--- config.mk ---
export PLATFORM = sky130hd
export DESIGN_NAME = video_sync_timing_generator
export DESIGN_NICKNAME = d
export VERILOG_FILES = /design/src/vstg_pkg.sv /design/src/vstg_csr.sv /design/src/vstg_timing.sv /design/src/vstg_out_buf.sv /design/src/video_sync_timing_generator.sv
export SDC_FILE = /design/constraint.sdc
export NUM_CORES = 1
export LEC_CHECK = 0
export ABC_CLOCK_PERIOD_IN_PS = 11950
export BUFFER_PORTS_ARGS = -buffer_cell sky130_fd_sc_hd__clkbuf_2
export CORE_MARGIN = 3
export CORE_UTILIZATION = 60
export DETAILED_ROUTE_END_ITERATION = 6
export GPL_TIMING_DRIVEN = 0
export PLACE_DENSITY = 0.79
export SYNTH_ARGS = -nofsm -noshare
export SYNTH_HDL_FRONTEND = slang
export SYNTH_SLANG_ARGS = --single-unit
--- constraint.sdc ---
create_clock -name clock -period 11.95 [get_ports clock]
set_input_delay 0.5975 -clock clock [delete_from_list [all_inputs] [get_ports clock]]
set_output_delay 0.5975 -clock clock [all_outputs]
set_load 0.01 [all_outputs]
--- src/vstg_pkg.sv ---
// Types, register indexes and reset values for the video sync timing generator
package vstg_pkg;

   localparam int CNT_W   = 11;
   localparam int PORCH_W = 8;
   localparam int FRAME_W = 32;
   localparam int CSR_IDX_W  = 4;
   localparam int CSR_DATA_W = 11;

   // register indexes
   localparam logic [CSR_IDX_W-1:0] CSR_H_VISIBLE = 4'd0;
   localparam logic [CSR_IDX_W-1:0] CSR_H_FRONT   = 4'd1;
   localparam logic [CSR_IDX_W-1:0] CSR_H_SYNC    = 4'd2;
   localparam logic [CSR_IDX_W-1:0] CSR_H_BACK    = 4'd3;
   localparam logic [CSR_IDX_W-1:0] CSR_V_VISIBLE = 4'd4;
   localparam logic [CSR_IDX_W-1:0] CSR_V_FRONT   = 4'd5;
   localparam logic [CSR_IDX_W-1:0] CSR_V_SYNC    = 4'd6;
   localparam logic [CSR_IDX_W-1:0] CSR_V_BACK    = 4'd7;

   // register reset values
   localparam logic [CNT_W-1:0]   RST_H_VISIBLE = 11'd640;
   localparam logic [PORCH_W-1:0] RST_H_FRONT   = 8'd16;
   localparam logic [PORCH_W-1:0] RST_H_SYNC    = 8'd96;
   localparam logic [PORCH_W-1:0] RST_H_BACK    = 8'd48;
   localparam logic [CNT_W-1:0]   RST_V_VISIBLE = 11'd480;
   localparam logic [PORCH_W-1:0] RST_V_FRONT   = 8'd10;
   localparam logic [PORCH_W-1:0] RST_V_SYNC    = 8'd2;
   localparam logic [PORCH_W-1:0] RST_V_BACK    = 8'd33;

   typedef enum logic [3:0] {
      H_FRONT   = 4'b0001,
      H_SYNC    = 4'b0010,
      H_BACK    = 4'b0100,
      H_VISIBLE = 4'b1000
   } h_phase_type;

   typedef enum logic [3:0] {
      V_VISIBLE = 4'b0001,
      V_FRONT   = 4'b0010,
      V_SYNC    = 4'b0100,
      V_BACK    = 4'b1000
   } v_phase_type;

   typedef struct packed {
      logic [CNT_W-1:0]   h_visible;
      logic [PORCH_W-1:0] h_fporch;
      logic [PORCH_W-1:0] h_sync_width;
      logic [PORCH_W-1:0] h_bporch;
      logic [CNT_W-1:0]   v_visible;
      logic [PORCH_W-1:0] v_fporch;
      logic [PORCH_W-1:0] v_sync_lines;
      logic [PORCH_W-1:0] v_bporch;
   } cfg_type;

   typedef struct packed {
      logic               hsync;
      logic               vsync;
      logic               data_enable;
      logic               vblank;
      logic [FRAME_W-1:0] frame_number;
   } rsp_type;

endpackage

--- src/vstg_csr.sv ---
// Timing configuration registers with write port
module vstg_csr (
   input  logic                             clock,
   input  logic                             reset,
   input  logic                             csr_wr_en,
   input  logic [vstg_pkg::CSR_IDX_W-1:0]   csr_index,
   input  logic [vstg_pkg::CSR_DATA_W-1:0]  csr_wdata,
   output vstg_pkg::cfg_type                cfg
);

   vstg_pkg::cfg_type cfg_ff;
   vstg_pkg::cfg_type cfg_in;

   always_comb begin
      cfg_in = cfg_ff;
      if (csr_wr_en) begin
         unique case (csr_index)
            vstg_pkg::CSR_H_VISIBLE: cfg_in.h_visible = csr_wdata;
            vstg_pkg::CSR_H_FRONT:   cfg_in.h_fporch = csr_wdata[vstg_pkg::PORCH_W-1:0];
            vstg_pkg::CSR_H_SYNC:    cfg_in.h_sync_width = csr_wdata[vstg_pkg::PORCH_W-1:0];
            vstg_pkg::CSR_H_BACK:    cfg_in.h_bporch = csr_wdata[vstg_pkg::PORCH_W-1:0];
            vstg_pkg::CSR_V_VISIBLE: cfg_in.v_visible = csr_wdata;
            vstg_pkg::CSR_V_FRONT:   cfg_in.v_fporch = csr_wdata[vstg_pkg::PORCH_W-1:0];
            vstg_pkg::CSR_V_SYNC:    cfg_in.v_sync_lines = csr_wdata[vstg_pkg::PORCH_W-1:0];
            vstg_pkg::CSR_V_BACK:    cfg_in.v_bporch = csr_wdata[vstg_pkg::PORCH_W-1:0];
            default: cfg_in = cfg_ff;
         endcase
      end
   end

   always_ff @(posedge clock) begin
      if (reset) begin
         cfg_ff.h_visible    <= vstg_pkg::RST_H_VISIBLE;
         cfg_ff.h_fporch     <= vstg_pkg::RST_H_FRONT;
         cfg_ff.h_sync_width <= vstg_pkg::RST_H_SYNC;
         cfg_ff.h_bporch     <= vstg_pkg::RST_H_BACK;
         cfg_ff.v_visible    <= vstg_pkg::RST_V_VISIBLE;
         cfg_ff.v_fporch     <= vstg_pkg::RST_V_FRONT;
         cfg_ff.v_sync_lines <= vstg_pkg::RST_V_SYNC;
         cfg_ff.v_bporch     <= vstg_pkg::RST_V_BACK;
      end else begin
         cfg_ff <= cfg_in;
      end
   end

   assign cfg = cfg_ff;

endmodule

--- src/vstg_timing.sv ---
// Horizontal and vertical phase counters, frame counter and sync decode
module vstg_timing (
   input  logic              clock,
   input  logic              reset,
   input  logic              advance,
   input  logic              pixel_tick,
   input  vstg_pkg::cfg_type cfg,
   output vstg_pkg::rsp_type rsp
);

   vstg_pkg::h_phase_type h_phase_ff, h_phase_in, h_phase_next;
   vstg_pkg::v_phase_type v_phase_ff, v_phase_in, v_phase_next;
   logic [vstg_pkg::CNT_W-1:0]   h_count_ff, h_count_in;
   logic [vstg_pkg::CNT_W-1:0]   v_count_ff, v_count_in;
   logic                         vblank_ff, vblank_in;
   logic [vstg_pkg::FRAME_W-1:0] frame_ff, frame_in;

   logic [vstg_pkg::CNT_W-1:0] h_len, h_len_eff, h_next;
   logic [vstg_pkg::CNT_W-1:0] v_len, v_len_eff, v_next;
   logic                       h_done, v_done;

   always_comb begin
      unique case (h_phase_ff)
         vstg_pkg::H_FRONT: begin
            h_len = {3'b000, cfg.h_fporch};
            h_phase_next = vstg_pkg::H_SYNC;
         end
         vstg_pkg::H_SYNC: begin
            h_len = {3'b000, cfg.h_sync_width};
            h_phase_next = vstg_pkg::H_BACK;
         end
         vstg_pkg::H_BACK: begin
            h_len = {3'b000, cfg.h_bporch};
            h_phase_next = vstg_pkg::H_VISIBLE;
         end
         default: begin
            h_len = cfg.h_visible;
            h_phase_next = vstg_pkg::H_FRONT;
         end
      endcase
   end

   always_comb begin
      unique case (v_phase_ff)
         vstg_pkg::V_FRONT: begin
            v_len = {3'b000, cfg.v_fporch};
            v_phase_next = vstg_pkg::V_SYNC;
         end
         vstg_pkg::V_SYNC: begin
            v_len = {3'b000, cfg.v_sync_lines};
            v_phase_next = vstg_pkg::V_BACK;
         end
         vstg_pkg::V_BACK: begin
            v_len = {3'b000, cfg.v_bporch};
            v_phase_next = vstg_pkg::V_VISIBLE;
         end
         default: begin
            v_len = cfg.v_visible;
            v_phase_next = vstg_pkg::V_FRONT;
         end
      endcase
   end

   // a zero length register counts as one
   assign h_len_eff = (h_len == '0) ? 11'd1 : h_len;
   assign v_len_eff = (v_len == '0) ? 11'd1 : v_len;
   assign h_next    = h_count_ff + 11'd1;
   assign v_next    = v_count_ff + 11'd1;
   assign h_done    = (h_next >= h_len_eff);
   assign v_done    = (v_next >= v_len_eff);

   always_comb begin
      h_phase_in = h_phase_ff;
      h_count_in = h_count_ff;
      v_phase_in = v_phase_ff;
      v_count_in = v_count_ff;
      vblank_in  = vblank_ff;
      frame_in   = frame_ff;
      if (advance && pixel_tick) begin
         if (h_done) begin
            h_count_in = '0;
            h_phase_in = h_phase_next;
            if (h_phase_ff == vstg_pkg::H_VISIBLE) begin
               // end of scanline steps the vertical counter
               if (v_done) begin
                  v_count_in = '0;
                  v_phase_in = v_phase_next;
                  if (v_phase_next == vstg_pkg::V_FRONT) begin
                     vblank_in = 1'b1;
                     frame_in  = frame_ff + 32'd1;
                  end else if (v_phase_next == vstg_pkg::V_VISIBLE) begin
                     vblank_in = 1'b0;
                  end
               end else begin
                  v_count_in = v_next;
               end
            end
         end else begin
            h_count_in = h_next;
         end
      end
   end

   always_ff @(posedge clock) begin
      if (reset) begin
         h_phase_ff <= vstg_pkg::H_FRONT;
         h_count_ff <= '0;
         v_phase_ff <= vstg_pkg::V_VISIBLE;
         v_count_ff <= '0;
         vblank_ff  <= 1'b0;
         frame_ff   <= '0;
      end else begin
         h_phase_ff <= h_phase_in;
         h_count_ff <= h_count_in;
         v_phase_ff <= v_phase_in;
         v_count_ff <= v_count_in;
         vblank_ff  <= vblank_in;
         frame_ff   <= frame_in;
      end
   end

   // result describes the pixel before the counters advance
   assign rsp.hsync        = (h_phase_ff == vstg_pkg::H_SYNC);
   assign rsp.vsync        = (v_phase_ff == vstg_pkg::V_SYNC);
   assign rsp.data_enable  = (h_phase_ff == vstg_pkg::H_VISIBLE) &&
                             (v_phase_ff == vstg_pkg::V_VISIBLE);
   assign rsp.vblank       = vblank_ff;
   assign rsp.frame_number = frame_ff;

endmodule

--- src/vstg_out_buf.sv ---
// Result register with skid stage between the timing logic and the rsp channel
module vstg_out_buf (
   input  logic              clock,
   input  logic              reset,
   input  logic              in_valid,
   input  vstg_pkg::rsp_type in_data,
   output logic              in_stall,
   output logic              out_valid,
   input  logic              out_stall,
   output vstg_pkg::rsp_type out_data
);

   logic              out_valid_ff, out_valid_in;
   logic              skid_valid_ff, skid_valid_in;
   vstg_pkg::rsp_type out_data_ff, out_data_in;
   vstg_pkg::rsp_type skid_data_ff, skid_data_in;
   logic              out_free;

   assign out_free = !out_valid_ff || !out_stall;
   assign in_stall = skid_valid_ff;

   always_comb begin
      out_valid_in  = out_valid_ff;
      skid_valid_in = skid_valid_ff;
      out_data_in   = out_data_ff;
      skid_data_in  = skid_data_ff;
      if (skid_valid_ff) begin
         if (out_free) begin
            out_data_in   = skid_data_ff;
            out_valid_in  = 1'b1;
            skid_valid_in = 1'b0;
         end
      end else if (in_valid) begin
         if (out_free) begin
            out_data_in  = in_data;
            out_valid_in = 1'b1;
         end else begin
            skid_data_in  = in_data;
            skid_valid_in = 1'b1;
         end
      end else if (out_free) begin
         out_valid_in = 1'b0;
      end
   end

   always_ff @(posedge clock) begin
      if (reset) begin
         out_valid_ff  <= 1'b0;
         skid_valid_ff <= 1'b0;
      end else begin
         out_valid_ff  <= out_valid_in;
         skid_valid_ff <= skid_valid_in;
      end
   end

   always_ff @(posedge clock) begin
      out_data_ff  <= out_data_in;
      skid_data_ff <= skid_data_in;
   end

   assign out_valid = out_valid_ff;
   assign out_data  = out_data_ff;

endmodule

--- src/video_sync_timing_generator.sv ---
// Display sync timing generator top level
//
// req channel: one transaction per pixel; req_pixel_tick set advances the
// horizontal and vertical counters by one pixel, clear holds them.
// rsp channel: exactly one transaction per req transaction, in order, giving
// hsync, vsync, data_enable, vblank and frame_number of the pixel the
// counters pointed at when the req transaction was taken.
// csr port: eight timing registers (index 0..7, pixels then lines), to be
// written while the block is idle, which the block itself does not enforce;
// other indexes are ignored. A taken req transaction goes to the result
// register, or to the skid stage while a result is held. Throughput: one
// transaction per cycle unless stalled; the phase decode sits between the counter and result registers.
// Reset: counters go to the start of the horizontal front porch on the first
// active line, frame 0, registers to 640x480 timing; rsp_valid drops.
// Stall: a result held by rsp_stall stays in the result register; one more
// transaction is taken into the skid stage, then req_stall rises until the
// receiver drains it.
module video_sync_timing_generator (
   input  logic                                 clock,
   input  logic                                 reset,
   input  logic                                 req_valid,
   output logic                                 req_stall,
   input  logic                                 req_pixel_tick,
   output logic                                 rsp_valid,
   input  logic                                 rsp_stall,
   output logic                                 rsp_hsync,
   output logic                                 rsp_vsync,
   output logic                                 rsp_data_enable,
   output logic                                 rsp_vblank,
   output logic [vstg_pkg::FRAME_W-1:0]         rsp_frame_number,
   input  logic                                 csr_wr_en,
   input  logic [vstg_pkg::CSR_IDX_W-1:0]       csr_index,
   input  logic [vstg_pkg::CSR_DATA_W-1:0]      csr_wdata
);

   vstg_pkg::cfg_type cfg;
   vstg_pkg::rsp_type pix_rsp;
   vstg_pkg::rsp_type out_rsp;
   logic              req_accept;

   assign req_accept = req_valid && !req_stall;

   vstg_csr u_csr (
      .clock     (clock),
      .reset     (reset),
      .csr_wr_en (csr_wr_en),
      .csr_index (csr_index),
      .csr_wdata (csr_wdata),
      .cfg       (cfg)
   );

   vstg_timing u_timing (
      .clock      (clock),
      .reset      (reset),
      .advance    (req_accept),
      .pixel_tick (req_pixel_tick),
      .cfg        (cfg),
      .rsp        (pix_rsp)
   );

   vstg_out_buf u_out_buf (
      .clock     (clock),
      .reset     (reset),
      .in_valid  (req_accept),
      .in_data   (pix_rsp),
      .in_stall  (req_stall),
      .out_valid (rsp_valid),
      .out_stall (rsp_stall),
      .out_data  (out_rsp)
   );

   assign rsp_hsync        = out_rsp.hsync;
   assign rsp_vsync        = out_rsp.vsync;
   assign rsp_data_enable  = out_rsp.data_enable;
   assign rsp_vblank       = out_rsp.vblank;
   assign rsp_frame_number = out_rsp.frame_number;

endmodule

Word-level counts from Yosys, hierarchy flattened
Index checks and enable logic that the tools add are counted.
W data, S select, Z words.
{"block": "totals", "register_bits": 207}
{"block": "op_classes", "n_bitwise": 2, "addsub": 3, "eq_ne": 17, "n_mux": 21, "n_lt_le_gt_ge": 2, "reduce_logical": 28}
{"operator": "$mux W36", "n": 4}
{"operator": "$pmux W11 S3", "n": 2}
{"operator": "$mux W11", "n": 4}
{"operator": "$add A32 B1 Y32 const B", "n": 1}
{"operator": "$eq A4 B3 Y1 const B", "n": 6}
{"operator": "$pmux W4 S3", "n": 2}
{"operator": "$add A11 B1 Y11 const B", "n": 2}
{"operator": "$ge A11 B11 Y1", "n": 2}
{"operator": "$logic_not A11 Y1", "n": 2}
{"operator": "$eq A4 B2 Y1 const B", "n": 5}
{"operator": "$reduce_and A2 Y1", "n": 10}
{"operator": "$eq A4 B1 Y1 const B", "n": 4}
{"operator": "$reduce_and A5 Y1", "n": 2}
{"operator": "$mux W1", "n": 9}
{"operator": "$eq A4 B4 Y1 const B", "n": 2}
{"operator": "$reduce_and A3 Y1", "n": 2}
{"operator": "$logic_not A4 Y1", "n": 1}
{"operator": "$reduce_and A4 Y1", "n": 1}
{"operator": "$reduce_bool A2 Y1", "n": 2}
{"operator": "$logic_and A1 B1 Y1", "n": 3}
{"operator": "$logic_not A1 Y1", "n": 3}
{"operator": "$reduce_bool A3 Y1", "n": 1}
{"operator": "$not A1 Y1", "n": 2}
{"operator": "$logic_or A1 B1 Y1", "n": 1}

Depth between registers and ports, before layout
{"block": "depth", "depth_word": 6, "ltp_mapped": 16, "ltp_nobuf": 12}

By module
A second synthesis with hierarchy kept.
{"block": "hier_totals", "hier_cells": 971, "hier_area_um2": 10069.7}
{"module": "vstg_timing", "seq_area_each_um2": 1261.2, "cells_each": 556, "n_inst": 1, "area_per_inst_um2": 4454.3}
{"module": "vstg_csr", "seq_area_each_um2": 1401.3, "cells_each": 294, "n_inst": 1, "area_per_inst_um2": 2854.0}
{"module": "vstg_out_buf", "seq_area_each_um2": 2202.1, "cells_each": 120, "n_inst": 1, "area_per_inst_um2": 2747.6}
{"module": "video_sync_timing_generator", "seq_area_each_um2": 0.0, "cells_each": 1, "n_inst": 1, "area_per_inst_um2": 13.8}

Worst setup path after synthesis
No wires, ideal clock.
{"block": "synth_path", "kind": "reg-to-reg", "start": "register u_out_buf.skid_valid_ff, in the netlist u_out_buf.in_stall", "end": "register u_out_buf.skid_data_ff[0] (netlist bit) (enable)", "path_buffers": 2, "setup_slack_ns": 7.930, "synth_period_minus_slack_ns": 4.020, "stages_incl_launch_ff": 4, "arrival_time_ns": 3.539, "path_cell_list": "dfxtp_1 > clkbuf_1 > buf_1 > nor3b_1"}
{"block": "synth_via", "elab_chain_cells": 3, "elab_cells_between_ends": 4}
{"element": "from (decl)", "line": "vstg_out_buf.sv:14", "rtl": "logic skid_valid_ff, skid_valid_in;"}
{"element": "from (signal assigned)", "line": "vstg_out_buf.sv:52", "rtl": "skid_valid_ff <= skid_valid_in;"}
{"element": "$logic_not A1 Y1", "line": "video_sync_timing_generator.sv:41", "rtl": "assign req_accept = req_valid && !req_stall;"}
{"element": "$logic_and A1 B1 Y1", "line": "video_sync_timing_generator.sv:41"}
{"element": "$reduce_and A3 Y1 (no source line) *"}
{"element": "to (signal assigned)", "line": "vstg_out_buf.sv:58", "rtl": "skid_data_ff <= skid_data_in;"}
{"element": "to (decl)", "line": "vstg_out_buf.sv:16", "rtl": "vstg_pkg::rsp_type skid_data_ff, skid_data_in;"}
Every way passes the cells marked *; elsewhere a longest branch is shown, timed or not.
A chain may end at the register's enable or synchronous reset.

Worst setup path in the final report
{"block": "layout_path", "start": "register u_timing.v_phase_ff[1]", "end": "register u_timing.v_phase_ff[3]"}
{"block": "layout_via", "elab_chain_cells": 6, "elab_cells_between_ends": 9}
{"element": "from (decl)", "line": "vstg_timing.sv:12", "rtl": "vstg_pkg::v_phase_type v_phase_ff, v_phase_in, v_phase_next;"}
{"element": "from (signal assigned)", "line": "vstg_timing.sv:108", "rtl": "v_phase_ff <= vstg_pkg::V_VISIBLE;"}
{"element": "from (signal assigned)", "line": "vstg_timing.sv:115", "rtl": "v_phase_ff <= v_phase_in;"}
{"element": "$eq A4 B4 Y1, or another cell as far along", "line": "vstg_timing.sv:44", "rtl": "unique case (v_phase_ff)"}
{"element": "$pmux W11 S3", "line": "vstg_timing.sv:44"}
{"element": "$logic_not A11 Y1", "line": "vstg_timing.sv:66", "rtl": "assign v_len_eff = (v_len == '0) ? 11'd1 : v_len;"}
{"element": "$mux W11", "line": "vstg_timing.sv:66"}
{"element": "$ge A11 B11 Y1", "line": "vstg_timing.sv:70", "rtl": "assign v_done = (v_next >= v_len_eff);"}
{"element": "$reduce_and A4 Y1 (no source line)"}
Several ways; a longest one is shown, not always the timed one.

==> metrics <==
Clock Skew=approximately 12 ps; Hold Path Class=in2reg; cts bufs inserted=22; Period minus WS final=4280 ps; Fillers=1,198; layout cell share with drive strength beyond 1=15.9%; setup TNS=0 ps; first-pass GRT wire length=36.3 mm; Starting Density=between 60 and 70%; power per cell area=138 mW/mm2; DIE WIDTH=132 um; Antenna Cells=0; Post-Syn Nets=966; internal power=0.00118 W; outcome=completed; CTS root buffer=clkbuf_16; Netlist cell types=64; post-synthesis xor/xnor area fraction=1.74%; DR DRC count=0; post-synthesis simple-gate area fraction=17.5%; Crit path buffers/inverters=3; chip height=132 um; VDD IR max=0.000126 V; gr usage total=25.1%; Max Fclk=234 MHz; Worst-Margin Slew=867 ps; CTS Hold Bufs=0; unrepaired setup endpoints after global routing=no; P&R area growth vs syn=13.6%; multi-input logic area=between 0.004 and 0.005 mm2; combinational share of power=between 4 and 5%; area of the core=0.0154 mm2; WS Path Type=reg2reg; Synth Area in Compound Gates=approximately 14%; Detail Route Antenna Nets=0; sequential-to-total area share from yosys stat=50.8%; Tot Pwr=0.00150 W; Storage cell area=0.00486 mm2; post-route cell area=0.0109 mm2; Static Leakage=3.95 nW; CP dominant cell by count=o21ai_0; CP Cell Sequence=xor2_1, o211ai_2, clkbuf_1, a222oi_1, nand4_1, o21ai_0, ha_1, nor2b_1, o21ai_0, a221o_1, o221ai_2, buf_2, buf_4, mux2i_1, nor2_1; top-area cell type share of the netlist area=between 20% and 30%; vias in the first global route=7,058; family with the most delay on the worst path=compound AO/OA/AOI/OAI gates; Synth Warn #=0; DP HPWL=15.4 mm; mean cell area of the mapped netlist=10.4 um2; top_reg_cell synth=dfxtp_1; largest net degree at the start of global routing=33; placed instance area=0.0101 mm2; gpl congestion=a little over 0.9; multiplexer share of the synthesized area=8.64%; Core Rows=45; post-synthesis cell count=920; Num Clock Sinks=207; CTS tree=built; number of flops mapped to enable cells by yosys=72; adder-cell area share of the yosys netlist=under 10%; area leader, netlist=dfxtp_1; WL final=22.4 mm; via/cell ratio=6.09; clk slew on worst S/H paths=60 ps; iteration count of the initial detailed-routing pass=5; initial antenna violation count=0; max-cap viol count=0; Crit. End Element=flip-flop; Setup-failing EPs final=0; setup bufs post-CTS=0; post-DR wirelength/cell=18.3 um; remaining global-route overflow=0; insertion delay to the later sink of the worst-skew pair=510 ps; Fin. Hold Viols=0; Starting DRT DRC Count=about 650; CP max stage cell=a222oi_1; share of flip-flops with an asynchronous set or reset=0%; Synth area leaders=dfxtp_1 (28%), edfxtp_1 (23%), mux2_2 (4.4%); Final nets=roughly 1,000; Cell Area, Synth=0.00957 mm2; max_slew headroom=42.0%; CTS-repair resized insts=0; H-tree levels=1; via count=7,452; largest family of logic cells by synthesized area=simple AND/OR/NAND/NOR gates; max incr delay on CP=540 ps; # port buffers=48; max-slew violations=0; Flop pwr share=50.0%; Ports=59; crit path launch type=flip-flop; Longest Clk Path Bufs=3; Required @ worst endpoint=12,320 ps; switching portion of total power=21.1%; DIE AREA=0.0175 mm2; Sw Pwr=0.000315 W; period utilization=a little over a third; critical-path maximum fanout=10; clock network fraction of design power=45.6%; Arr. time, crit path=4650 ps; synthesized flop and latch total=207
cell usage in the layout, fill, tap and decap left out, types with 5 or more instances in the layout:
cell	count
a211o_1	11
nand3_1	28
xor2_1	7
or4_1	27
buf_2	8
nor2_1	62
xnor2_1	12
buf_6	6
nor2b_1	15
o31ai_1	28
mux2_2	37
a22o_1	16
dfxtp_1	135
clkbuf_16	23
ha_1	25
o21ai_0	24
nor3_1	5
mux2i_1	41
and3_1	6
nand2_1	83
or3_1	19
clkbuf_8	5
clkbuf_2	49
nand3b_1	12
a222oi_1	16
clkbuf_1	47
edfxtp_1	72
and2_1	7
clkinv_1	6
inv_1	16
a21oi_1	79
nand4_1	18
power groups by stage:
stage	sequential, W	combinational [W]	clock [W]
after floorplan	0.000767	0.0000362	0
after global placement	0.000764	0.0000627	0
after detailed placement	0.000763	0.0000661	0
after CTS	0.000748	0.0000664	0.000690
after global routing	0.000749	0.0000723	0.000717
final	0.000748	0.0000662	0.000682
state kept, by name, indices dropped and copies added, names as in the netlist:
register	flops
u_out_buf.skid_data_ff	36
u_out_buf.in_stall	1
u_timing.v_count_ff	11
u_csr.cfg	70
u_timing.frame_ff	32
u_timing.vblank_ff	1
u_timing.h_phase_ff	4
u_timing.v_phase_ff	4
u_out_buf.out_valid	1
u_out_buf.out_data	36
u_timing.h_count_ff	11
kinds of logic after synthesis:
family / after synthesis
AND/OR/NAND/NOR: 314
flip-flops: 207
AO/OA/AOI/OAI: 197
buffers and inverters: 80
multiplexers: 78
adder cells (fa/ha/maj): 25
XOR/XNOR: 19
area by class of cell:
class                      count  share of cell area [%]
clock inverter                12                    1.20
sequential                   207                    44.8
clock buffer                  28                    5.47
buffer                        64                    3.05
tap                          211                    2.43
timing repair buffer          52                    2.70
multi-input combinational    633                    39.8
inverter                      16                   0.552
stage by stage:
| stage | cells | setup slack, ps | util (%) | hold WS (ps) |
|---|---|---|---|---|
| after floorplan | 920 | 7930 | - | 426 |
| after global routing | 1223 | 7410 | 70.5 | 348 |
| final | 1223 | 7670 | 70.5 | 348 |
| after global placement | 1179 | 6370 | 65.3 | 441 |
| after CTS | 1223 | 7680 | 70.5 | 333 |
| after detailed placement | 1183 | 7870 | 65.8 | 450 |
worst min-delay path, cell delays in order:
cell	delay (ps)
clkbuf_2	100
nand2_1	50
a21oi_1	50
cell usage after synthesis, types with 18 or more instances:
| master | count |
|---|---|
| dfxtp_1 | 135 |
| clkbuf_1 | 42 |
| or3_1 | 19 |
| nor2_1 | 62 |
| nand4_1 | 18 |
| nand2_1 | 83 |
| o21ai_0 | 24 |
| or4_1 | 27 |
| edfxtp_1 | 72 |
| o31ai_1 | 28 |
| mux2i_1 | 41 |
| nand3_1 | 28 |
| ha_1 | 25 |
| mux2_2 | 37 |
| a21oi_1 | 80 |
worst paths after layout:
| path | start | endpoint | slack [ps] | depth (start not counted) |
|---|---|---|---|---|
| worst min register to register | u_csr.cfg[61] | u_csr.cfg[61] | 460 | 2 |
| worst max register to register | u_timing.v_phase_ff[1] | u_timing.v_phase_ff[3] | 7670 | 15 |
| worst max-delay path | u_timing.v_phase_ff[1] | u_timing.v_phase_ff[3] | 7670 | 15 |
| worst min-delay path | csr_wdata[9] | u_csr.cfg[33] | 350 | 3 |
metal layers:
metal  GRT usage [%]  wire (um)
met5               0          0
met4            7.62        512
met3            4.39       1470
met2            41.2      10500
met1            34.4       9890
Note: power is estimated with default switching activity, not from simulation.
